--- src/design/assert_macros.svh ---
// Assertion helpers shared by the blitter modules.
// Each macro expects clk and rst_n in the scope where it is used.
`ifndef ASSERT_MACROS_SVH
`define ASSERT_MACROS_SVH

// A property that must hold at every clock edge outside reset.
`define BLT_ASSERT(name, prop, msg) \
    name: assert property (@(posedge clk) disable iff (!rst_n) (prop)) \
        else $error(msg);

// When the antecedent holds, the consequent must hold in the next cycle.
`define BLT_ASSERT_NEXT(name, ante, cons, msg) \
    name: assert property (@(posedge clk) disable iff (!rst_n) (ante) |=> (cons)) \
        else $error(msg);

`endif

--- src/design/bitblt_pkg.sv ---
package bitblt_pkg;

    // Store geometry.
    localparam int MAX_W = 64;
    localparam int MAX_H = 64;
    localparam int DEPTH = MAX_W * MAX_H;
    localparam int XB = $clog2(MAX_W);
    localparam int YB = $clog2(MAX_H);
    localparam int WB = $clog2(MAX_W + 1);
    localparam int HB = $clog2(MAX_H + 1);
    localparam int AB = $clog2(DEPTH);

    // Field widths.
    localparam int PIX_W = 32;
    localparam int CRD_W = 16;
    localparam int CB = CRD_W + 2;
    localparam int DIM_W = 7;
    localparam int CFG_DATA_W = 64;
    localparam int CFG_IDX_W = 3;
    localparam int HT_REGS = 4;

    localparam logic [PIX_W-1:0] PAINT_MASK = 32'h00FF_FFFF;

    // Raster operations; codes above paint act as copy.
    localparam logic [2:0] ROP_COPY = 3'd0;
    localparam logic [2:0] ROP_OR = 3'd1;
    localparam logic [2:0] ROP_AND = 3'd2;
    localparam logic [2:0] ROP_XOR = 3'd3;
    localparam logic [2:0] ROP_PAINT = 3'd4;

    // Result status codes.
    localparam logic [1:0] ST_DONE = 2'd0;
    localparam logic [1:0] ST_REJECT = 2'd1;
    localparam logic [1:0] ST_OUTSIDE = 2'd2;

    // Configuration register indexes.
    localparam logic [CFG_IDX_W-1:0] CFG_DEST_W = 3'd0;
    localparam logic [CFG_IDX_W-1:0] CFG_DEST_H = 3'd1;
    localparam logic [CFG_IDX_W-1:0] CFG_SRC_W = 3'd2;
    localparam logic [CFG_IDX_W-1:0] CFG_SRC_H = 3'd3;
    localparam logic [CFG_IDX_W-1:0] CFG_HT0 = 3'd4;
    localparam logic [CFG_IDX_W-1:0] CFG_HT1 = 3'd5;
    localparam logic [CFG_IDX_W-1:0] CFG_HT2 = 3'd6;
    localparam logic [CFG_IDX_W-1:0] CFG_HT3 = 3'd7;

    typedef enum logic [1:0] {
        OP_WR_SRC = 2'd0,
        OP_WR_DST = 2'd1,
        OP_RD_DST = 2'd2,
        OP_XFER   = 2'd3
    } op_t;

    typedef enum logic [2:0] {
        MK_NONE   = 3'd0,
        MK_WR_SRC = 3'd1,
        MK_WR_DST = 3'd2,
        MK_RD_DST = 3'd3,
        MK_PIX    = 3'd4
    } mem_kind_t;

    typedef struct packed {
        op_t                     op;
        logic signed [CRD_W-1:0] pos_x;
        logic signed [CRD_W-1:0] pos_y;
        logic signed [CRD_W-1:0] from_x;
        logic signed [CRD_W-1:0] from_y;
        logic signed [CRD_W-1:0] rect_width;
        logic signed [CRD_W-1:0] rect_height;
        logic [2:0]              raster_op;
        logic [PIX_W-1:0]        pixel_in;
    } in_req_t;

    typedef struct packed {
        logic [PIX_W-1:0] pixel_out;
        logic [1:0]       status;
    } out_rsp_t;

    // Active sizes are held already clamped to the store size.
    typedef struct packed {
        logic [WB-1:0]                          dest_w;
        logic [HB-1:0]                          dest_h;
        logic [WB-1:0]                          src_w;
        logic [HB-1:0]                          src_h;
        logic [HT_REGS-1:0][CFG_DATA_W-1:0]     halftone;
    } cfg_t;

    typedef struct packed {
        mem_kind_t        kind;
        logic [AB-1:0]    dst_addr;
        logic [AB-1:0]    src_addr;
        logic             src_rd;
        logic             gate;
        logic [2:0]       rop;
        logic [PIX_W-1:0] data;
    } mem_op_t;

endpackage

--- src/design/bitblt_seq.sv ---
`include "assert_macros.svh"

module bitblt_seq (
    input  logic                          clk,
    input  logic                          rst_n,
    input  logic                          in_valid,
    output logic                          in_stall,
    input  bitblt_pkg::in_req_t           in_data,
    output logic                          out_valid,
    input  logic                          out_stall,
    output bitblt_pkg::out_rsp_t          out_data,
    input  bitblt_pkg::cfg_t              cfg,
    output bitblt_pkg::mem_op_t           mem_op,
    input  logic [bitblt_pkg::PIX_W-1:0]  rd_data
);
    import bitblt_pkg::*;

    typedef enum logic [6:0] {
        S_IDLE  = 7'b0000001,
        S_SETUP = 7'b0000010,
        S_CHECK = 7'b0000100,
        S_ACC   = 7'b0001000,
        S_RUN   = 7'b0010000,
        S_WAIT  = 7'b0100000,
        S_DONE  = 7'b1000000
    } state_t;

    state_t   state_reg;
    state_t   state_next;
    in_req_t  req_reg;
    logic [1:0] status_reg;
    logic [1:0] status_next;
    out_rsp_t out_reg;
    out_rsp_t out_next;
    logic     out_valid_reg;
    logic     out_valid_next;

    // Access request.
    logic          acc_ok_reg;
    logic [AB-1:0] acc_addr_reg;

    // Transfer bounds in destination coordinates, end exclusive.
    logic signed [CB-1:0] ylo_reg;
    logic signed [CB-1:0] yhi_reg;
    logic signed [CB-1:0] xlo_reg;
    logic signed [CB-1:0] xhi_reg;
    logic signed [CB-1:0] dsx_reg;
    logic signed [CB-1:0] dsy_reg;
    logic                 reject_reg;

    // Pixel walk.
    logic [YB-1:0]        y_reg;
    logic [XB-1:0]        x_reg;
    logic [XB-1:0]        xstart_reg;
    logic [XB:0]          xend_reg;
    logic [YB:0]          yend_reg;
    logic signed [CB-1:0] sx_reg;
    logic signed [CB-1:0] sy_reg;
    logic signed [CB-1:0] sx_start_reg;

    logic signed [CB-1:0] px;
    logic signed [CB-1:0] py;
    logic signed [CB-1:0] fx;
    logic signed [CB-1:0] fy;
    logic signed [CB-1:0] rw;
    logic signed [CB-1:0] rh;
    logic signed [CB-1:0] dw_s;
    logic signed [CB-1:0] dh_s;
    logic signed [CB-1:0] sw_s;
    logic signed [CB-1:0] sh_s;
    logic signed [CB-1:0] xsum;
    logic signed [CB-1:0] ysum;
    logic [WB-1:0]        acc_w;
    logic [HB-1:0]        acc_h;
    logic                 acc_ok_c;
    logic [AB-1:0]        acc_addr_c;
    logic                 empty;
    logic                 src_hit;
    logic [3:0]           ht_row;
    logic [XB:0]          x_inc;
    logic [YB:0]          y_inc;
    logic                 x_last;
    logic                 y_last;
    logic                 out_free;
    logic                 accept;

    assign in_stall = (state_reg != S_IDLE);
    assign accept = in_valid && !in_stall;
    assign out_valid = out_valid_reg;
    assign out_data = out_reg;
    assign out_free = !out_valid_reg || !out_stall;

    always_comb
    begin
        px = CB'(req_reg.pos_x);
        py = CB'(req_reg.pos_y);
        fx = CB'(req_reg.from_x);
        fy = CB'(req_reg.from_y);
        rw = CB'(req_reg.rect_width);
        rh = CB'(req_reg.rect_height);
        dw_s = $signed(CB'(cfg.dest_w));
        dh_s = $signed(CB'(cfg.dest_h));
        sw_s = $signed(CB'(cfg.src_w));
        sh_s = $signed(CB'(cfg.src_h));
        xsum = px + rw;
        ysum = py + rh;

        acc_w = (req_reg.op == OP_WR_SRC) ? cfg.src_w : cfg.dest_w;
        acc_h = (req_reg.op == OP_WR_SRC) ? cfg.src_h : cfg.dest_h;
        acc_ok_c = (px >= 0) && (px < $signed(CB'(acc_w)))
            && (py >= 0) && (py < $signed(CB'(acc_h)));
        acc_addr_c = AB'(req_reg.pos_y[YB-1:0]) * AB'(acc_w) + AB'(req_reg.pos_x[XB-1:0]);

        empty = (ylo_reg >= yhi_reg) || (xlo_reg >= xhi_reg);

        src_hit = (sx_reg >= 0) && (sx_reg < sw_s) && (sy_reg >= 0) && (sy_reg < sh_s);
        ht_row = y_reg[3:0];
        x_inc = {1'b0, x_reg} + 1'b1;
        y_inc = {1'b0, y_reg} + 1'b1;
        x_last = (x_inc == xend_reg);
        y_last = (y_inc == yend_reg);
    end

    // Memory request for the current cycle.
    always_comb
    begin
        mem_op.kind = MK_NONE;
        mem_op.dst_addr = acc_addr_reg;
        mem_op.src_addr = acc_addr_reg;
        mem_op.src_rd = 1'b0;
        mem_op.gate = 1'b0;
        mem_op.rop = req_reg.raster_op;
        mem_op.data = req_reg.pixel_in;
        if (state_reg == S_ACC && acc_ok_reg)
        begin
            unique case (req_reg.op)
                OP_WR_SRC: mem_op.kind = MK_WR_SRC;
                OP_WR_DST: mem_op.kind = MK_WR_DST;
                OP_RD_DST: mem_op.kind = MK_RD_DST;
                default:   mem_op.kind = MK_NONE;
            endcase
        end
        else if (state_reg == S_RUN)
        begin
            mem_op.kind = MK_PIX;
            mem_op.dst_addr = AB'(y_reg) * AB'(cfg.dest_w) + AB'(x_reg);
            mem_op.src_addr = AB'(sy_reg[YB-1:0]) * AB'(cfg.src_w) + AB'(sx_reg[XB-1:0]);
            mem_op.src_rd = src_hit;
            mem_op.gate = cfg.halftone[ht_row[3:2]][{ht_row[1:0], x_reg[3:0]}];
        end
    end

    always_comb
    begin
        state_next = state_reg;
        status_next = status_reg;
        out_next = out_reg;
        out_valid_next = out_valid_reg;
        if (out_valid_reg && !out_stall)
        begin
            out_valid_next = 1'b0;
        end
        unique case (state_reg)
            S_IDLE:
            begin
                if (accept)
                begin
                    state_next = S_SETUP;
                end
            end
            S_SETUP:
            begin
                status_next = acc_ok_c ? ST_DONE : ST_OUTSIDE;
                state_next = (req_reg.op == OP_XFER) ? S_CHECK : S_ACC;
            end
            S_CHECK:
            begin
                status_next = reject_reg ? ST_REJECT : ST_DONE;
                state_next = (reject_reg || empty) ? S_DONE : S_RUN;
            end
            S_ACC:
            begin
                state_next = S_WAIT;
            end
            S_RUN:
            begin
                if (x_last && y_last)
                begin
                    state_next = S_WAIT;
                end
            end
            S_WAIT:
            begin
                state_next = S_DONE;
            end
            S_DONE:
            begin
                if (out_free)
                begin
                    out_next.status = status_reg;
                    out_next.pixel_out =
                        (req_reg.op == OP_RD_DST && status_reg == ST_DONE) ? rd_data : '0;
                    out_valid_next = 1'b1;
                    state_next = S_IDLE;
                end
            end
            default:
            begin
                state_next = S_IDLE;
            end
        endcase
    end

    always_ff @(posedge clk or negedge rst_n)
    begin
        if (!rst_n)
        begin
            state_reg <= S_IDLE;
            status_reg <= ST_DONE;
            out_valid_reg <= 1'b0;
        end
        else
        begin
            state_reg <= state_next;
            status_reg <= status_next;
            out_valid_reg <= out_valid_next;
        end
    end

    always_ff @(posedge clk)
    begin
        out_reg <= out_next;
        if (accept)
        begin
            req_reg <= in_data;
        end
        if (state_reg == S_SETUP)
        begin
            acc_ok_reg <= acc_ok_c;
            acc_addr_reg <= acc_addr_c;
            reject_reg <= (rw <= 0) || (rh <= 0);
            ylo_reg <= (py < 0) ? '0 : py;
            xlo_reg <= (px < 0) ? '0 : px;
            yhi_reg <= (ysum > dh_s) ? dh_s : ysum;
            xhi_reg <= (xsum > dw_s) ? dw_s : xsum;
            dsx_reg <= fx - px;
            dsy_reg <= fy - py;
        end
        if (state_reg == S_CHECK)
        begin
            // Bounds are inside the destination whenever the walk is entered.
            y_reg <= ylo_reg[YB-1:0];
            x_reg <= xlo_reg[XB-1:0];
            xstart_reg <= xlo_reg[XB-1:0];
            xend_reg <= xhi_reg[XB:0];
            yend_reg <= yhi_reg[YB:0];
            sx_reg <= xlo_reg + dsx_reg;
            sx_start_reg <= xlo_reg + dsx_reg;
            sy_reg <= ylo_reg + dsy_reg;
        end
        if (state_reg == S_RUN)
        begin
            if (x_last)
            begin
                x_reg <= xstart_reg;
                sx_reg <= sx_start_reg;
                y_reg <= y_inc[YB-1:0];
                sy_reg <= sy_reg + CB'(1);
            end
            else
            begin
                x_reg <= x_inc[XB-1:0];
                sx_reg <= sx_reg + CB'(1);
            end
        end
    end

    `BLT_ASSERT(a_walk_in_rect, (state_reg != S_RUN)
        || (((XB+1)'(x_reg) < xend_reg) && ((YB+1)'(y_reg) < yend_reg)),
        "pixel walk left the clipped rectangle")
    `BLT_ASSERT(a_done_entry,
        (state_reg != S_DONE) || ($past(state_reg) == S_DONE)
        || ($past(state_reg) == S_WAIT) || ($past(state_reg) == S_CHECK),
        "result state entered without finishing the request")
    `BLT_ASSERT(a_result_source, !$rose(out_valid_reg) || ($past(state_reg) == S_DONE),
        "result presented outside the result state")

endmodule
--- config.mk ---
export PLATFORM = sky130hd
export DESIGN_NAME = bitblt_seq
export DESIGN_NICKNAME = d
export VERILOG_FILES = /design/src/design/bitblt_pkg.sv /design/src/design/bitblt_seq.sv
export VERILOG_INCLUDE_DIRS = /design/src /design/src/design
export SDC_FILE = /design/constraint.sdc
export NUM_CORES = 1
export LEC_CHECK = 0
export BUFFER_PORTS_ARGS = -buffer_cell sky130_fd_sc_hd__buf_2
export CAP_MARGIN = 20
export CORE_MARGIN = 2
export CORE_UTILIZATION = 51
export DETAILED_ROUTE_END_ITERATION = 8
export PLACE_DENSITY = 0.78
export SLEW_MARGIN = 0
export SYNTH_ARGS = -nofsm -noshare
export SYNTH_HDL_FRONTEND = slang
export SYNTH_SLANG_ARGS = --single-unit
--- constraint.sdc ---
create_clock -name clk -period 5.2 [get_ports clk]
set_input_delay 0.52 -clock clk [delete_from_list [all_inputs] [get_ports clk]]
set_output_delay 0.52 -clock clk [all_outputs]
set_load 0.02 [all_outputs]
==> metrics.txt <==
run status finished, violations left; failing checks negative setup slack; Cells after Synth 2394; clock buffer depth 3; Main synth FF type edfxtp_1; share of the synthesized area in the top cell type 38.31%; Critical Path Start Type flop; number of synthesized flops with an enable pin 343; I/O pins 553; Worst Reg-to-Reg Cells 23; period utilization 103.5%; setup violators final 8; Tot Pwr 17.95 mW; fin crit period 5.380 ns; initial core utilization 51.37%; fmax 185.9 MHz; Worst-Margin Slew 1.084 ns; largest net degree at the start of global routing 134; Core Box Area 0.05234 mm²; simple-gate portion of the synthesized area 12.43%; Adder-Cell Fraction of Synth Area 18.10%; Hold Path Class primary input to flop; cell internal pwr 10.77 mW; post-synthesis mux area share 8.334%; WP data arrival 4.86 ns; Die Width 233.6 µm; Seq pwr share 26.0%; crit end category primary output; worst setup margin -0.1802 ns; global-route wire length before repair 125200 µm; critical setup path kind flop to primary output; vias per inst 5.782; Gate power share 56.5%; Filler cells 4235; Syn Std Cell Area 0.02689 mm²; Core Rows 84; Peak VDD IR 323.5 µV; FFs w/ async S/R, synth 2.653%; Worst Hold Depth 1; final core occ 62.19%; min-delay src in_data[47]; die area 0.05458 mm²; worst-path cell with the longest stage delay fa_1; CP max stage delay 0.57 ns; layout cells sized above 1 29.40%; vias 21530; Compound-Gate Fraction of Synth Area 10.36%; CP top delay family adder cells; slew margin rel. 27.70%; H-tree depth 2; CTS Buf Count 43; total global routing track utilization 30.40%; Most common cell on crit path fa_1; Crit Path Max Fanout 3; yosys warns 0; Final GP Congestion 0.9795; Iter 0 DRT Violations 1679; Die Y 233.6 µm; Final Hold Fails 0; synth unique cells 82; post-synth top area cell edfxtp_1; Clock Power Share 17.4%; Net count, final 3791; post-synthesis sequential area ratio 41.03%; worst r2r src req_reg[132]$_DFFE_PP_; unrepaired setup endpoints after global routing yes; Synth Register Bits 377; Congestion Overflow GR 0; Final Max Tran Viols 0; stages on the worst setup path 18; Psw 7.176 mW; Worst setup startpoint y_reg[5]$_DFF_P_; Net Sw Frac 39.98%; Max Cap Violations 0; max reg flops 35; post-route DRC violation count 0; vias in the first global route 21980; initial antenna violation count 11; Area Overhead vs Synth 21.05%; CP cell instances nand2_1 -> fa_1 -> fa_1 -> inv_2 -> fa_1 -> inv_1 -> fa_1 -> inv_2 -> ha_4 -> inv_2 -> o21bai_1 -> a21oi_2 -> o21bai_2 -> a211o_1 -> a31oi_2 -> xnor2_1 -> o21ai_2 -> buf_6; most common cell after layout, fill and taps aside buf_2; Critical Path RT 4.68 ns; pwr dens 551.5 mW/mm²; worst-case clock skew 0.01683 ns; remaining antenna violation count 0; CTS tree built; top post-synthesis cells by area edfxtp_1 (38%), ha_1 (13%), mux4_2 (7.0%), fa_1 (5.6%), xnor2_1 (3.0%); LEAKAGE 14.42 nW; port buffer count 552; clock-pin slew on the worst setup and hold paths 0.06 ns; most frequent cells in the layout buf_2 (544), edfxtp_1 (343), ha_1 (264); Routed Wire Length 85000 µm; CTS sink count 377; dpl hpwl 67250 µm; CP bufs+invs 5; Mean Syn Cell Area 11.23 µm²; 1st-pass router iterations 6; largest family of logic cells by synthesized area adder cells; WL per Instance 22.83 µm; Clk Latency, worst-skew pair 0.60 ns; root buf cell clkbuf_16; Post-Synth XOR/XNOR Area 4.677%
## logic make-up (layout without fill, tap and decap cells)
kind of cell,count (synthesis),in the layout
other,1,10
adders and majority gates,344,344
muxes,117,117
and+or+nand+nor,671,671
AOI/OAI and AO/OA,427,427
buffers and inverters,315,947
xor gates and xnor gates,142,142
DFF,377,377
## worst paths after layout
check	endpoint	slack [ns]
worst max-delay path	mem_op[60]	-0.18
max in group asynchronous	state_reg[0]$_DFFE_PN1P_	4.60
worst min-delay path	req_reg[47]$_DFFE_PP_	0.1
worst max register to register	acc_addr_reg[11]$_DFFE_PN_	0.17
min in group asynchronous	out_valid$_DFF_PN0_	0.33
worst min register to register	xend_reg[4]$_DFFE_PP_	0.46
## synthesized netlist by cell type, drive strengths merged (33+ instances only)
| master | number |
|---|---|
| inv | 210 |
| a21oi | 114 |
| a21o | 41 |
| fa | 75 |
| mux4 | 84 |
| ha | 269 |
| nor2 | 182 |
| nor2b | 33 |
| nand3 | 39 |
| nand2 | 152 |
| edfxtp | 343 |
| o21ai | 98 |
| nor3 | 35 |
| and2 | 92 |
| clkbuf | 49 |
| buf | 53 |
| xor2 | 50 |
| xnor2 | 91 |
## final cells by class
| class | count | area (µm²) | area share, % |
|---|---|---|---|
| clock inverters | 31 | 342.8 | 1.053 |
| repair buffers | 656 | 3662 | 11.25 |
| flip-flops and latches | 377 | 11040 | 33.93 |
| well taps | 688 | 860.8 | 2.645 |
| clock buffers | 47 | 1091 | 3.352 |
| multi-input cells | 1703 | 14720 | 45.23 |
| diodes | 8 | 20.02 | 0.06151 |
| inverters | 213 | 807.0 | 2.479 |
## stage by stage
stage / instance area, µm² / hold WS, ns / std cells / worst slack [ns] / TNS, ns
after CTS: 32320 / 0.07957 / 3705 / -0.1954 / -0.7331
after global placement: 30670 / 0.3916 / 3617 / -0.09710 / -0.1706
after floorplan: 26930 / 0.2244 / 2395 / 0.01727 / 0
after global routing: 32550 / 0.07739 / 3723 / -0.3610 / -2.201
after detailed placement: 30680 / 0.3979 / 3618 / -0.1199 / -0.2698
final: 32550 / 0.09847 / 3723 / -0.1802 / -0.6513
## power by group through the flow
| stage | Clock [mW] | Combinational, mW | Sequential, mW |
|---|---|---|---|
| final | 3.13 | 10.1 | 4.68 |
| after global routing | 3.27 | 11.1 | 4.72 |
| after CTS | 3.16 | 9.69 | 4.66 |
| after detailed placement | 0 | 9.18 | 4.72 |
| after global placement | 0 | 8.88 | 4.70 |
| after floorplan | 0 | 6.45 | 4.57 |
## per-layer routing
layer	global-route usage (%)	up-vias	part of all wire, %
met2	52.14	993	49
met1	37.30	10430	39
met5	0	-	0.0094
met3	5.762	191	8.1
li1	-	9908	-
met4	13.29	2	4.5
## timing repair
action | CTS | global route
hold buffers | 1 | 0
gates resized for setup | 43 | 24
setup buffers | 8 | 8
endpoints found under the setup margin | 9 | 14
endpoints found under the hold margin | 9 | 0
pin swaps | 34 | 24
Power figures use the tool's default switching activity.
