<file path="src/design/assert_macros.svh">
// Assertion helpers shared by the blitter modules.
// Each macro expects clk and rst_n in the scope where it is used.
`ifndef ASSERT_MACROS_SVH
`define ASSERT_MACROS_SVH

// A property that must hold at every clock edge outside reset.
`define BLT_ASSERT(name, prop, msg) \
    name: assert property (@(posedge clk) disable iff (!rst_n) (prop)) \
        else $error(msg);

// When the antecedent holds, the consequent must hold in the next cycle.
`define BLT_ASSERT_NEXT(name, ante, cons, msg) \
    name: assert property (@(posedge clk) disable iff (!rst_n) (ante) |=> (cons)) \
        else $error(msg);

`endif

</file>
<file path="src/design/bitblt_pkg.sv">
package bitblt_pkg;

    // Store geometry.
    localparam int MAX_W = 64;
    localparam int MAX_H = 64;
    localparam int DEPTH = MAX_W * MAX_H;
    localparam int XB = $clog2(MAX_W);
    localparam int YB = $clog2(MAX_H);
    localparam int WB = $clog2(MAX_W + 1);
    localparam int HB = $clog2(MAX_H + 1);
    localparam int AB = $clog2(DEPTH);

    // Field widths.
    localparam int PIX_W = 32;
    localparam int CRD_W = 16;
    localparam int CB = CRD_W + 2;
    localparam int DIM_W = 7;
    localparam int CFG_DATA_W = 64;
    localparam int CFG_IDX_W = 3;
    localparam int HT_REGS = 4;

    localparam logic [PIX_W-1:0] PAINT_MASK = 32'h00FF_FFFF;

    // Raster operations; codes above paint act as copy.
    localparam logic [2:0] ROP_COPY = 3'd0;
    localparam logic [2:0] ROP_OR = 3'd1;
    localparam logic [2:0] ROP_AND = 3'd2;
    localparam logic [2:0] ROP_XOR = 3'd3;
    localparam logic [2:0] ROP_PAINT = 3'd4;

    // Result status codes.
    localparam logic [1:0] ST_DONE = 2'd0;
    localparam logic [1:0] ST_REJECT = 2'd1;
    localparam logic [1:0] ST_OUTSIDE = 2'd2;

    // Configuration register indexes.
    localparam logic [CFG_IDX_W-1:0] CFG_DEST_W = 3'd0;
    localparam logic [CFG_IDX_W-1:0] CFG_DEST_H = 3'd1;
    localparam logic [CFG_IDX_W-1:0] CFG_SRC_W = 3'd2;
    localparam logic [CFG_IDX_W-1:0] CFG_SRC_H = 3'd3;
    localparam logic [CFG_IDX_W-1:0] CFG_HT0 = 3'd4;
    localparam logic [CFG_IDX_W-1:0] CFG_HT1 = 3'd5;
    localparam logic [CFG_IDX_W-1:0] CFG_HT2 = 3'd6;
    localparam logic [CFG_IDX_W-1:0] CFG_HT3 = 3'd7;

    typedef enum logic [1:0] {
        OP_WR_SRC = 2'd0,
        OP_WR_DST = 2'd1,
        OP_RD_DST = 2'd2,
        OP_XFER   = 2'd3
    } op_t;

    typedef enum logic [2:0] {
        MK_NONE   = 3'd0,
        MK_WR_SRC = 3'd1,
        MK_WR_DST = 3'd2,
        MK_RD_DST = 3'd3,
        MK_PIX    = 3'd4
    } mem_kind_t;

    typedef struct packed {
        op_t                     op;
        logic signed [CRD_W-1:0] pos_x;
        logic signed [CRD_W-1:0] pos_y;
        logic signed [CRD_W-1:0] from_x;
        logic signed [CRD_W-1:0] from_y;
        logic signed [CRD_W-1:0] rect_width;
        logic signed [CRD_W-1:0] rect_height;
        logic [2:0]              raster_op;
        logic [PIX_W-1:0]        pixel_in;
    } in_req_t;

    typedef struct packed {
        logic [PIX_W-1:0] pixel_out;
        logic [1:0]       status;
    } out_rsp_t;

    // Active sizes are held already clamped to the store size.
    typedef struct packed {
        logic [WB-1:0]                          dest_w;
        logic [HB-1:0]                          dest_h;
        logic [WB-1:0]                          src_w;
        logic [HB-1:0]                          src_h;
        logic [HT_REGS-1:0][CFG_DATA_W-1:0]     halftone;
    } cfg_t;

    typedef struct packed {
        mem_kind_t        kind;
        logic [AB-1:0]    dst_addr;
        logic [AB-1:0]    src_addr;
        logic             src_rd;
        logic             gate;
        logic [2:0]       rop;
        logic [PIX_W-1:0] data;
    } mem_op_t;

endpackage

</file>
<file path="src/design/bitblt_cfg.sv">
module bitblt_cfg (
    input  logic                                clk,
    input  logic                                rst_n,
    input  logic                                cfg_valid,
    output logic                                cfg_ready,
    input  logic [bitblt_pkg::CFG_IDX_W-1:0]    cfg_index,
    input  logic [bitblt_pkg::CFG_DATA_W-1:0]   cfg_data,
    output bitblt_pkg::cfg_t                    cfg
);
    import bitblt_pkg::*;

    localparam int RST_DW = (64 > MAX_W) ? MAX_W : 64;
    localparam int RST_DH = (64 > MAX_H) ? MAX_H : 64;

    cfg_t             cfg_reg;
    cfg_t             cfg_next;
    logic [DIM_W-1:0] dim;
    logic [WB-1:0]    dim_w;
    logic [HB-1:0]    dim_h;

    assign cfg_ready = 1'b1;
    assign cfg = cfg_reg;

    // Sizes beyond the store behave as the store size, so clamp on write.
    always_comb
    begin
        dim = cfg_data[DIM_W-1:0];
        dim_w = (int'(dim) > MAX_W) ? WB'(MAX_W) : WB'(dim);
        dim_h = (int'(dim) > MAX_H) ? HB'(MAX_H) : HB'(dim);
        cfg_next = cfg_reg;
        if (cfg_valid && cfg_ready)
        begin
            unique case (cfg_index)
                CFG_DEST_W: cfg_next.dest_w = dim_w;
                CFG_DEST_H: cfg_next.dest_h = dim_h;
                CFG_SRC_W:  cfg_next.src_w = dim_w;
                CFG_SRC_H:  cfg_next.src_h = dim_h;
                CFG_HT0:    cfg_next.halftone[0] = cfg_data;
                CFG_HT1:    cfg_next.halftone[1] = cfg_data;
                CFG_HT2:    cfg_next.halftone[2] = cfg_data;
                CFG_HT3:    cfg_next.halftone[3] = cfg_data;
                default:    cfg_next = cfg_reg;
            endcase
        end
    end

    always_ff @(posedge clk or negedge rst_n)
    begin
        if (!rst_n)
        begin
            cfg_reg.dest_w <= WB'(RST_DW);
            cfg_reg.dest_h <= HB'(RST_DH);
            cfg_reg.src_w <= '0;
            cfg_reg.src_h <= '0;
            cfg_reg.halftone <= '1;
        end
        else
        begin
            cfg_reg <= cfg_next;
        end
    end

endmodule

</file>
<file path="config.mk">
export PLATFORM = sky130hd
export DESIGN_NAME = bitblt_cfg
export DESIGN_NICKNAME = d
export VERILOG_FILES = /design/src/design/assert_macros.svh /design/src/design/bitblt_pkg.sv /design/src/design/bitblt_cfg.sv
export SDC_FILE = /design/constraint.sdc
export NUM_CORES = 1
export LEC_CHECK = 0
export CORE_MARGIN = 2
export CORE_UTILIZATION = 29
export DETAILED_ROUTE_END_ITERATION = 16
export DONT_BUFFER_PORTS = 1
export PLACE_DENSITY = 0.52
export SLEW_MARGIN = 20
export SYNTH_ARGS = -nofsm -noshare
export SYNTH_HDL_FRONTEND = slang
export SYNTH_SLANG_ARGS = --single-unit
export TNS_END_PERCENT = 100
</file>
<file path="constraint.sdc">
create_clock -name clk -period 0.94 [get_ports clk]
set_clock_uncertainty 0.1 [all_clocks]
set_input_delay 0.282 -clock clk [delete_from_list [all_inputs] [get_ports clk]]
set_output_delay 0.282 -clock clk [all_outputs]
set_load 0.01 [all_outputs]
</file>
==> results of run 1 <==
[through the flow]
| step | worst slack (ps) | hold slack, ps | total power (W) | setup TNS, ps | instance area (sq um) |
|---|---|---|---|---|---|
| after global routing | -645 | -703 | 0.0384 | -171040 | 14400 |
| after detailed placement | -728 | -80.4 | 0.0250 | -129560 | 12700 |
| after global placement | -727 | -84.3 | 0.0248 | -128810 | 12700 |
| after floorplan | -536 | -114 | 0.0234 | -115810 | 12100 |
| final | -600 | -643 | 0.0367 | -157770 | 14400 |
| after CTS | -654 | -709 | 0.0372 | -181280 | 14400 |
[area by class of cell]
class / instances / area (sq um) / share of cell area
multi-input combinational: 299 / 4150 / 0.287
clock inverter: 14 / 108 / 0.00746
clock buffer: 41 / 853 / 0.0591
sequential: 284 / 7430 / 0.515
timing repair buffer: 114 / 1220 / 0.0849
tap: 532 / 666 / 0.0461
[routing by layer]
metal | global-route usage | vias to the layer above | share of wire
met2 | 0.210 | 254 | 0.49
met5 | 0 | - | 0
met1 | 0.144 | 3028 | 0.37
met3 | 0.0459 | 61 | 0.10
li1 | - | 2403 | -
met4 | 0.0495 | 0 | 0.032
[Yosys cell counts, drive strengths merged]
| cell | instances | area [sq um] |
|---|---|---|
| buf | 34 | 395 |
| and4b | 1 | 11.3 |
| nand4b | 2 | 17.5 |
| and4bb | 3 | 37.5 |
| mux2 | 284 | 3870 |
| nand4 | 1 | 21.3 |
| dfrtp | 26 | 651 |
| dfstp | 258 | 6780 |
| conb | 1 | 3.75 |
| clkbuf | 1 | 3.75 |
| nor4b | 1 | 23.8 |
| nor2b | 6 | 37.5 |
[report_power, final]
| group | switching [W] | internal (W) | leakage (nW) | total, W |
|---|---|---|---|---|
| clock network | 0.00483 | 0.00661 | 0.476 | 0.0114 |
| logic | 0.00129 | 0.00358 | 2.73 | 0.00487 |
| registers | 0.00357 | 0.0168 | 3.04 | 0.0204 |
[cells in the final DEF, fill, tap and decap left out, types with 6 or more instances in the layout]
cell type and count:
dfstp_2 258, mux2_4 211, mux2_2 73, dlygate4sd3_1 63, clkbuf_16 31, dfrtp_1 25
buf_4 21, buf_6 17, buf_12 12, clkinv_2 9, nor2b_1 6, clkbuf_1 6
[worst min-delay path by stage]
stage / depth (start not counted) / slack [ps] / to / start
2_1_floorplan: 0 / -110 / cfg[256] / rst_n
3_3_place_gp: 0 / -80 / cfg[277] / rst_n
3_5_place_dp: 0 / -80 / cfg[271] / rst_n
4_1_cts: 0 / -710 / cfg[271] / rst_n
5_1_grt: 0 / -700 / cfg[271] / rst_n
6_report: 0 / -640 / cfg[271] / rst_n
[logic make-up after synthesis]
group,count (synthesis),synth area share
buf+inv,35,0.0337
flops,284,0.627
mux,284,0.327
other cells,1,0.000316
simple gates,14,0.0126
[repair_timing]
| action | CTS | global route |
|---|---|---|
| hold endpoints to repair | 568 | 288 |
| resized for setup | 11 | 10 |
| setup buffers | 7 | 3 |
| setup endpoints to repair | 312 | 368 |
==> results, run 1 <==
- Once detailed placement completed, the half-perimeter wirelength came to about 19000 microns.
- In this run the mean area of a mapped cell was between 15 and 20 sq um.
- The I/O pin total is between 300 and 400.
- After detailed routing, the average wire length per cell comes to between 20 and 25 microns.
- The non-filler instance count after layout is 1284.
- The die height is 206 microns.
- The power per standard cell area is about 2500 nW/um^2.
- The filler cells instantiated in the layout total ~3800.
- The die extent in x is approximately 200 microns.
- The die covers approximately 43000 sq um.
- The share of post-route cells with drive strength above 1 is 0.863.
- The launching instance or port of the critical path is cfg[192].
- For this run, the register share of the synthesized area comes to 0.627.
- The number of port buffers is 0.
- The flow ran to the end, but the final reports show violations.
- The number of antenna violations at the first check in global routing is 0.
- The standby leakage power is ~6.2 nW.
- In the routed design, unresolved DRC markers number 0.
- Setup repair after global routing could not meet its margin everywhere.
- The setup check on the worst reg-to-reg path leaves a slack of -70 ps.
- The final layout contains routed wiring with a total length of approximately 28000 microns.
- The number of global-route vias before repair came to between 6000 and 7000.
- The type of the tightest min-delay check is primary input to async pin.
- The timing-limited maximum frequency is roughly 650 MHz.
- The clock passes through at most 3 buffers.
- TritonCTS built the clock tree.
- The final worst setup slack is -600 ps.
- The first detailed-routing pass took 4 iterations.
- The post-layout minimum cycle time is 1540 ps.
- Summed over all layers, the global routing overflow is 0.
- The number of DRC markers in iteration 0 is 235.
- The final reports fail on hold timing, setup timing.
- In this run the cell area of the synthesized design comes to 11900 sq um.
- Yosys mapped the design onto 18 distinct sky130hd cell types.
- The number of placed instances, taps included is 1156.
- The final net count is 800.
- The number of pins exceeding their max-slew limit in the final report is 0.
- The clock drives between 200 and 300 sinks.
- For this design, the CTS-stage hold fixing added 64 buffers.
- The synthesis-to-layout area growth is 21.7%.
- The number of hold violations in the final report is between 200 and 300.
- Dividing the detail-routed via count by the number of cells gives 4.48.
- The starting density of the core is 0.292.
- The total via count in the routed design is 5746.
- The number of antenna diodes in the final layout is 0.
- Final hold analysis gives a worst-case slack of -643 ps.
- STA classifies the critical path startpoint as a flip-flop.
- Of all nets on the critical path, the largest fanout is 2.
- The clock slew seen by the registers of the worst setup and hold paths is around 60 ps.
- Across the run, the number of max-cap violations was 0.
- The register with the most flip-flops in the layout has 284 of them.
- After synthesis the netlist holds a flip-flop and latch count of around 280.
- Dividing the final minimum period by the clock period gives 1.64.
- The net count after synthesis is 688.
- The initialized floorplan defines 74 standard-cell rows.
- For this run, the number of Yosys warnings is 0.
- Counting every instance in the synthesized netlist gives around 600.
- The count of endpoints failing setup in the final report is slightly below 300.
- The worst setup path is captured at an output pin.
- The endpoint identified for the worst register-to-register timing path is cfg[264].
- The clock latency of the later-clocked register in the worst-skew pair is 560 ps.
- The final core utilization is 0.356.
- The combined global-route utilization of all metal layers is 0.125.
- For the worst setup path, the data arrival time is around 1200 ps.
- The tree is rooted in a clkbuf_16.
- IR analysis of the VDD net gives a maximum drop of between 1.5 and 2 mV.
- The placeable core region is ~41000 sq um.
- The first global-routing pass estimated 41100 microns of wire.
- The kind of critical path is flip-flop to output pin.
- The required arrival time at the worst endpoint is around 560 ps.
- The H-tree depth is 1.
- Measured in cells, the most critical reg-to-reg path has a length of 2.
- The maximum number of pins on one net before global-route repair is 285.
- The worst register-to-register path begins at cfg[264].
- In this run the remaining antenna-violating nets after routing total 0.
- Clock tree synthesis inserted a total of 31 buffers.
- The most critical setup path has its endpoint at cfg[192].
- The routability congestion estimate is about 0.77.
- The depth of the critical timing path with buffers and inverters included is 0.
Power figures use the tool's default switching activity.
==> inputs of run 2 (changes only) <==
==> constraint.sdc (replaced) <==
create_clock -name clk -period 1.7 [get_ports clk]
set_clock_uncertainty 0.1 [all_clocks]
set_input_delay 0.51 -clock clk [delete_from_list [all_inputs] [get_ports clk]]
set_output_delay 0.51 -clock clk [all_outputs]
set_load 0.01 [all_outputs]
==> results, run 2 (same netlist as run 1, synthesis figures left out) <==
- The routability congestion estimate is 0.802 (was 0.767).
- The worst slew margin relative to its limit is 0.664.
- The number of sinks handled by clock tree synthesis was 284 (unchanged).
- The largest vdd supply drop is 0.693 mV (was 1.71 mV).
- The share of power burned in combinational logic was 0.118 (was 0.133).
- The arrival time of data at the critical path endpoint was 1170 ps (was 1160 ps).
- The final worst setup slack is -82.9 ps (was -600 ps).
- At the pin with the least slew margin, the transition time is a little over 500 ps.
- The power per standard cell area is 1440 nW/um^2 (was 2550 nW/um^2).
- The destination of the worst register-to-register timing path was cfg[95] (was cfg[264]).
- The startpoint of the most critical register-to-register path is cfg[95] (was cfg[264]).
- The final core utilization is 0.349 (was 0.356).
- The count of endpoints failing setup in the final report is 258 (was 292).
- The clock slew seen by the registers of the worst setup and hold paths was 60 ps (about the same).
- The non-filler instance count after layout was 1267 (was 1284).
- Setup repair after global routing missed its margin: true (unchanged).
- The wire length of the first global-routing pass is 42400 microns (was 41100 microns).
- The synthesis-to-layout area growth came to 19.3% (was 21.7%).
- The clock network fraction of design power came to 0.326 (was 0.312).
- The filler cell count was 3769 (unchanged).
- The timing-limited maximum frequency is 561 MHz.
- The H-tree depth is 1 (unchanged).
- The post-layout minimum cycle time is approximately 1800 ps.
- The starting density of the core is 0.292 (unchanged).
- The number of nets still failing antenna checks after routing is 0 (unchanged).
- The half-perimeter wire length after placement is 19500 microns (was 18900 microns).
- The number of gates resized after cts is 0 (was 11).
- The maximum buffer depth of the clock tree is 3 (unchanged).
- The number of hold violations in the final report is 284 (was 286).
- The most common library cell in the layout ignoring fill and taps is dfstp_2 (unchanged).
- The detailed-route wire length per cell is 22.7 microns (was 21.6 microns).
- The number of port buffers was 0 (unchanged).
- The total via count in the routed design was 5596 (was 5746).
- The residual overflow from global routing came to 0 (unchanged).
- The worst hold slack came to -381 ps (was -643 ps).
- The number of placed instances, taps included was 1147 (was 1156).
- The type of destination of the critical path is an output pin (unchanged).
- The maximum number of pins on one net before global-route repair is 285 (unchanged).
- The vias per cell was 4.42 (was 4.48).
- The net switching share of the total power is 0.260 (was 0.264).
- The library cell used as clock root buffer is clkbuf_16 (unchanged).
- The required arrival time at the worst endpoint was 1090 ps (was 560 ps).
- The placeable core region is 40600 sq um (unchanged).
- The largest fanout on the critical path is 2 (unchanged).
- The share of post-route cells with drive strength above 1 is 0.851 (was 0.863).
- The die extent in x is 206 microns (unchanged).
- The die height was 206 microns (unchanged).
- The number of pins exceeding their max-slew limit in the final report is 0 (unchanged).
- The number of global-route vias before repair is 6282 (was 6411).
- The flip-flop count of the largest register after layout came to 284 (unchanged).
- Commonest cells after routing, fill and taps aside: dfstp_2 (258), mux2_4 (180), mux2_2 (99) (was dfstp_2 (258), mux2_4 (211), mux2_2 (73)).
- The worst reg-to-reg setup slack is 760 ps (was -70 ps).
- The combined global-route utilization of all metal layers was 0.131 (was 0.125).
- The standby leakage power is 6.08 nW (was 6.25 nW).
- The total number of placement rows is 74 (unchanged).
- The final worst-path cycle share is 1.05.
- The startpoint class of the critical path is a flip-flop (unchanged).
- The number of antenna violations at the first check in global routing came to 3 (was 0).
- The floorplan die area is 42500 sq um (unchanged).
- The final wirelength is 28700 microns (was 27800 microns).
- The clock latency of the later-clocked register in the worst-skew pair is 550 ps (was 560 ps).
- The post-detailed-route DRC marker count is 0 (unchanged).
- The kind of critical path is flip-flop to output pin (unchanged).
- The clock tree from TritonCTS is done (unchanged).
- The number of buffers created by CTS is 30 (was 31).
- Violations in the final reports: hold timing, setup timing (unchanged).
- The internal cell power was 0.0151 W (was 0.0270 W).
- The number of buffers inserted by hold repair at cts is 64 (unchanged).
- The launching instance or port of the critical path is cfg[95] (was cfg[192]).
- The I/O pin total is 355 (unchanged).
- The logic depth of the worst register-to-register path was 1 (was 2).
- The total net switching power is 0.00530 W (was 0.00969 W).
- The number of max-capacitance violations reported came to 0 (unchanged).
- The number of DRC markers in iteration 0 was 240 (was 235).
- The share of power burned in registers came to 0.556 (about the same).
- The first-pass iteration count of the detailed router is 3 (was 4).
- The final net count is 781 (was 800).
- The type of the tightest min-delay check is primary input to async pin (unchanged).
- Status: finished with violations (unchanged).
[run 2: cell count changes in the layout (fill, tap and decap cells not counted), moves of 2 or more]
| cell | delta |
|---|---|
| mux2_1 | +5 |
| clkinv_4 | -2 |
| mux2_4 | -31 |
| buf_4 | +2 |
| buf_12 | -3 |
| clkinv_2 | -4 |
| mux2_2 | +26 |
| buf_6 | -17 |
| diode_2 | +2 |
| clkbuf_8 | +6 |
[run 2: repair_timing]
item                                    in CTS  in global routing
gates cloned                                 0                  0
endpoints found under the setup margin     258                258
endpoints found under the hold margin      544                284
setup buffers                                0                  0
[run 2: worst max path at each step]
| stage | endpoint | slack (ps) | cells after the start |
|---|---|---|---|
| 4_1_cts | cfg[95] | -130 | 0 |
| 3_3_place_gp | cfg[113] | -8 | 4 |
| 3_5_place_dp | cfg[50] | -10 | 4 |
| 5_1_grt | cfg[95] | -130 | 0 |
| 2_1_floorplan | cfg[0] | -4 | 5 |
| 6_report | cfg[95] | -80 | 0 |
[run 2: layer usage]
| metal | GRT usage | vias to the layer above | routed length (microns) | share of wire |
|---|---|---|---|---|
| met5 | 0 | - | 13 | 0.00045 |
| met4 | 0.0421 | 2 | 616 | 0.021 |
| met3 | 0.0580 | 41 | 3450 | 0.12 |
| met2 | 0.212 | 261 | 13600 | 0.47 |
| met1 | 0.154 | 2924 | 11100 | 0.39 |
| li1 | - | 2368 | - | - |
[run 2: stage by stage]
stage	hold WS, ps	power (W)	setup slack (ps)	setup TNS, ps	cell area [sq um]
finish	-381	0.0204	-82.9	-7390	14100
detailed placement	155	0.0136	-13.2	-19.6	12500
floorplan	114	0.0128	-4.01	-241	11900
global route	-459	0.0213	-132	-19500	14100
CTS	-467	0.0207	-131	-18550	14100
global placement	145	0.0135	-8.10	-74.0	12500
[run 2: final cells by class]
cell class	instances	area, sq um	share of cell area
Timing Repair Buffer	96	993	0.0702
Clock inverter	7	62.6	0.00442
Antenna cell	2	5.00	0.000354
Multi-Input combinational cell	299	4030	0.285
Clock buffer	47	957	0.0677
Tap cell	532	666	0.0471
Sequential cell	284	7430	0.525
[run 2: power groups by stage]
stage	logic, W	registers, W	clock network [W]
2_1_floorplan	0.00203	0.0108	0
6_report	0.00240	0.0113	0.00663
5_1_grt	0.00258	0.0115	0.00713
4_1_cts	0.00243	0.0114	0.00686
3_5_place_dp	0.00222	0.0114	0
3_3_place_gp	0.00211	0.0114	0
==> inputs of run 3 (changes only) <==
--- a/config.mk
+++ b/config.mk
@@ -5,10 +5,12 @@
 export SDC_FILE = /design/constraint.sdc
 export NUM_CORES = 1
 export LEC_CHECK = 0
+export ABC_AREA = 1
 export CORE_MARGIN = 2
 export CORE_UTILIZATION = 29
 export DETAILED_ROUTE_END_ITERATION = 16
 export DONT_BUFFER_PORTS = 1
+export GPL_TIMING_DRIVEN = 0
 export PLACE_DENSITY = 0.52
 export SLEW_MARGIN = 20
 export SYNTH_ARGS = -nofsm -noshare
==> results, run 3 <==
- Status: finished with violations (unchanged).
- Violations in the final reports: hold timing, setup timing (unchanged).
- The die height is 198 microns (was 206 microns).
- The synthesized area per cell came to 10.8 sq um (was 19.2 sq um).
- The share of post-route cells with drive strength above 1 came to 0.384 (was 0.851).
- The gate count of the mapped netlist is 1013 (was 618).
- The kind of critical path is flip-flop to output pin (unchanged).
- The starting density of the core is 0.292 (about the same).
- The required arrival time at the worst endpoint was 1090 ps (about the same).
- The number of max-capacitance violations reported is 0 (unchanged).
- The standby leakage power came to 5.33 nW (was 6.08 nW).
- The clock latency of the later-clocked register in the worst-skew pair is 550 ps (about the same).
- The combined global-route utilization of all metal layers was 0.165 (was 0.131).
- The maximum number of pins on one net before global-route repair came to 285 (unchanged).
- The arrival time of data at the critical path endpoint is 1170 ps (about the same).
- The die extent in x is 198 microns (was 206 microns).
- The library cell with the highest instance count after synthesis was dfstp_2 (unchanged).
- The flip-flop count of the largest register after layout is 284 (unchanged).
- The number of buffers inserted by hold repair at cts came to 18 (was 64).
- The post-synthesis sequential area ratio is 0.679 (was 0.627).
- The number of sinks handled by clock tree synthesis is 284 (unchanged).
- The flop and latch count out of synthesis was 284 (unchanged).
- The net count after synthesis is 1083 (was 688).
- The share of synthesized cell area in full adder, half adder and majority cells is 0 (unchanged).
- Commonest cells in the netlist: dfstp_2 (258), nand2_1 (241), o21ai_0 (194) (was dfstp_2 (258), mux2_4 (180), mux2_2 (99)).
- The half-perimeter wire length after placement is 23400 microns (was 19500 microns).
- The total via count in the routed design is 7345 (was 5596).
- Setup repair after global routing missed its margin: true (unchanged).
- The share of synthesized area spent on multiplexers came to 0 (was 0.327).
- The final worst-path cycle share is 1.05 (about the same).
- The number of DRC markers in iteration 0 is 272 (was 240).
- The destination of the worst register-to-register timing path is cfg[8] (was cfg[95]).
- The combined area of all synthesized cells is 10900 sq um (was 11900 sq um).
- The startpoint of the most critical register-to-register path is cfg[8] (was cfg[95]).
- Commonest cells after routing, fill and taps aside: dfstp_2 (258), nand2_1 (241), o21ai_0 (194) (was dfstp_2 (258), mux2_4 (180), mux2_2 (99)).
- The yosys synthesis warning count is 0 (unchanged).
- The detailed-route wire length per cell is 20.7 microns (was 22.7 microns).
- The number of pins exceeding their max-slew limit in the final report is 0 (unchanged).
- The post-detailed-route DRC marker count is 0 (unchanged).
- The I/O pin total was 355 (unchanged).
- The logic depth of the worst register-to-register path was 2 (was 1).
- The non-filler instance count after layout is 1593 (was 1267).
- The number of antenna violations at the first check in global routing is 0 (was 3).
- The floorplan die area was 39300 sq um (was 42500 sq um).
- The accumulated negative setup slack was -10110 ps (was -7390 ps).
- The dominant combinational cell family by area after synthesis is compound AO/OA/AOI/OAI gates (was multiplexers).
- The overall power after layout is 0.0187 W (was 0.0204 W).
- Cell types occupying the most area after synthesis: dfstp_2 (62%), o21ai_0 (8.9%), nand2_1 (8.3%) (was dfstp_2 (57%), mux2_4 (23%), mux2_2 (9.4%)).
- The worst reg-to-reg setup slack is 770 ps (was 760 ps).
- The fraction of the mapped netlist area in simple logic gates was 0.111 (was 0.0126).
- The worst hold slack is -394 ps (was -381 ps).
- The first-pass iteration count of the detailed router is 5 (was 3).
- The H-tree depth is 1 (unchanged).
- The number of port buffers is 0 (unchanged).
- The routing layer with the top usage in global route is met2 (unchanged).
- The number of buffers created by CTS was 31 (was 30).
- The startpoint class of the critical path is a flip-flop (unchanged).
- The met2 usage is 0.273 (was 0.212).
- The final net count is 1134 (was 781).
- The maximum buffer depth of the clock tree is 3 (unchanged).
- The synthesis-to-layout area growth was 16.1% (was 19.3%).
- The most instantiated flip-flop cell in the synthesis netlist was dfstp_2 (unchanged).
- The number of nets still failing antenna checks after routing is 0 (unchanged).
- The type of the tightest min-delay check is primary input to async pin (unchanged).
- The number of flops mapped to enable cells by yosys is 0 (unchanged).
- The number of global-route vias before repair is 7558 (was 6282).
- The global-route met1 utilization was 0.198 (was 0.154).
- The largest vdd supply drop was 0.783 mV (was 0.693 mV).
- The number of buffers inserted to repair setup after CTS is 0 (unchanged).
- The placeable core region is 37400 sq um (was 40600 sq um).
- The library cell with the largest summed area after synthesis is dfstp_2 (unchanged).
- The number of placed instances, taps included is 1524 (was 1147).
- The clock tree from TritonCTS is done (unchanged).
- The largest fanout on the critical path is 2 (unchanged).
- The library cell used as clock root buffer is clkbuf_16 (unchanged).
- The fraction of post-synthesis cell area in the top cell type by area is 0.620 (was 0.572).
- The xor/xnor share of the synthesized area is 0 (unchanged).
- The final worst setup slack is -83.4 ps (was -82.9 ps).
- The count of endpoints failing setup in the final report came to 258 (unchanged).
- The residual overflow from global routing was 0 (unchanged).
- The most common library cell in the layout ignoring fill and taps was dfstp_2 (unchanged).
- The global routing met3 resource utilization is 0.0746 (was 0.0580).
- The routability congestion estimate is 0.774 (was 0.802).
- The compound-gate portion of the synthesized area is 0.146 (was 0).
- The post-layout minimum cycle time is 1780 ps (about the same).
- The clock slew seen by the registers of the worst setup and hold paths is 60 ps (about the same).
- The type of destination of the critical path is an output pin (unchanged).
- The number of hold violations in the final report came to 284 (unchanged).
- The timing-limited maximum frequency is 561 MHz (about the same).
- The final antenna diode count was 0 (was 2).
- The number of distinct library cell variants in the gate-level netlist after synthesis is 17 (was 18).
- The share of synthesized registers carrying an async set or reset is 1.00 (unchanged).
- The final wirelength came to 33000 microns (was 28700 microns).
- The final core utilization came to 0.340 (was 0.349).
- The power per standard cell area was 1470 nW/um^2 (was 1440 nW/um^2).
- The wire length of the first global-routing pass is 49500 microns (was 42400 microns).
- The total number of placement rows came to 71 (was 74).
- The vias per cell is 4.61 (was 4.42).
==> run 3: worst max-delay path by stage <==
stage                     startpoint  endpoint  slack (ps)  cells past startpoint
final                         cfg[8]    cfg[8]         -80                      0
after global placement     cfg_valid  cfg[108]          40                      7
after floorplan            cfg_valid  cfg[198]         380                      5
after detailed placement   cfg_valid   cfg[41]         0.4                      7
after global routing        cfg[109]  cfg[109]        -140                      0
after CTS                   cfg[109]  cfg[109]        -120                      0
==> run 3: area by class of cell <==
type	count	area [sq um]
timing repair buffer	18	180
clock buffer	47	917
clock inverter	4	28.8
sequential	284	7430
inverter	75	282
tap	511	639
fill	3805	24700
multi-input combinational	597	2820
buffer	57	407
==> run 3: where the power goes <==
| part | internal (W) | switching, W | total (W) |
|---|---|---|---|
| logic | 0.000681 | 0.000897 | 0.00158 |
| clock network | 0.00367 | 0.00266 | 0.00633 |
| registers | 0.00899 | 0.00176 | 0.0107 |
==> run 3: timing repair <==
item | in CTS | in global routing
endpoints found under the setup margin | 258 | 258
hold endpoints to repair | 306 | 284
gates resized for setup | 0 | 0
==> run 3: kinds of logic (layout without fill, tap and decap cells) <==
| family | after synthesis | after routing |
|---|---|---|
| AOI/OAI and AO/OA | 276 | 276 |
| buffers and inverters | 132 | 201 |
| other | 1 | 1 |
| DFF | 284 | 284 |
| and+or+nand+nor | 320 | 320 |
==> run 3: layer usage <==
| layer | vias to the layer above | share of wire |
|---|---|---|
| li1 | 3343 | - |
| met1 | 3661 | 0.39 |
| met2 | 293 | 0.47 |
| met3 | 48 | 0.12 |
| met4 | 0 | 0.019 |
| met5 | - | 0 |
==> run 3: through the flow <==
| stage | setup WS, ps | cell area [sq um] |
|---|---|---|
| 6_report | -83.4 | 12700 |
| 2_1_floorplan | 378 | 10900 |
| 3_5_place_dp | 0.397 | 11600 |
| 3_3_place_gp | 38.1 | 11600 |
| 5_1_grt | -139 | 12700 |
| 4_1_cts | -121 | 12700 |
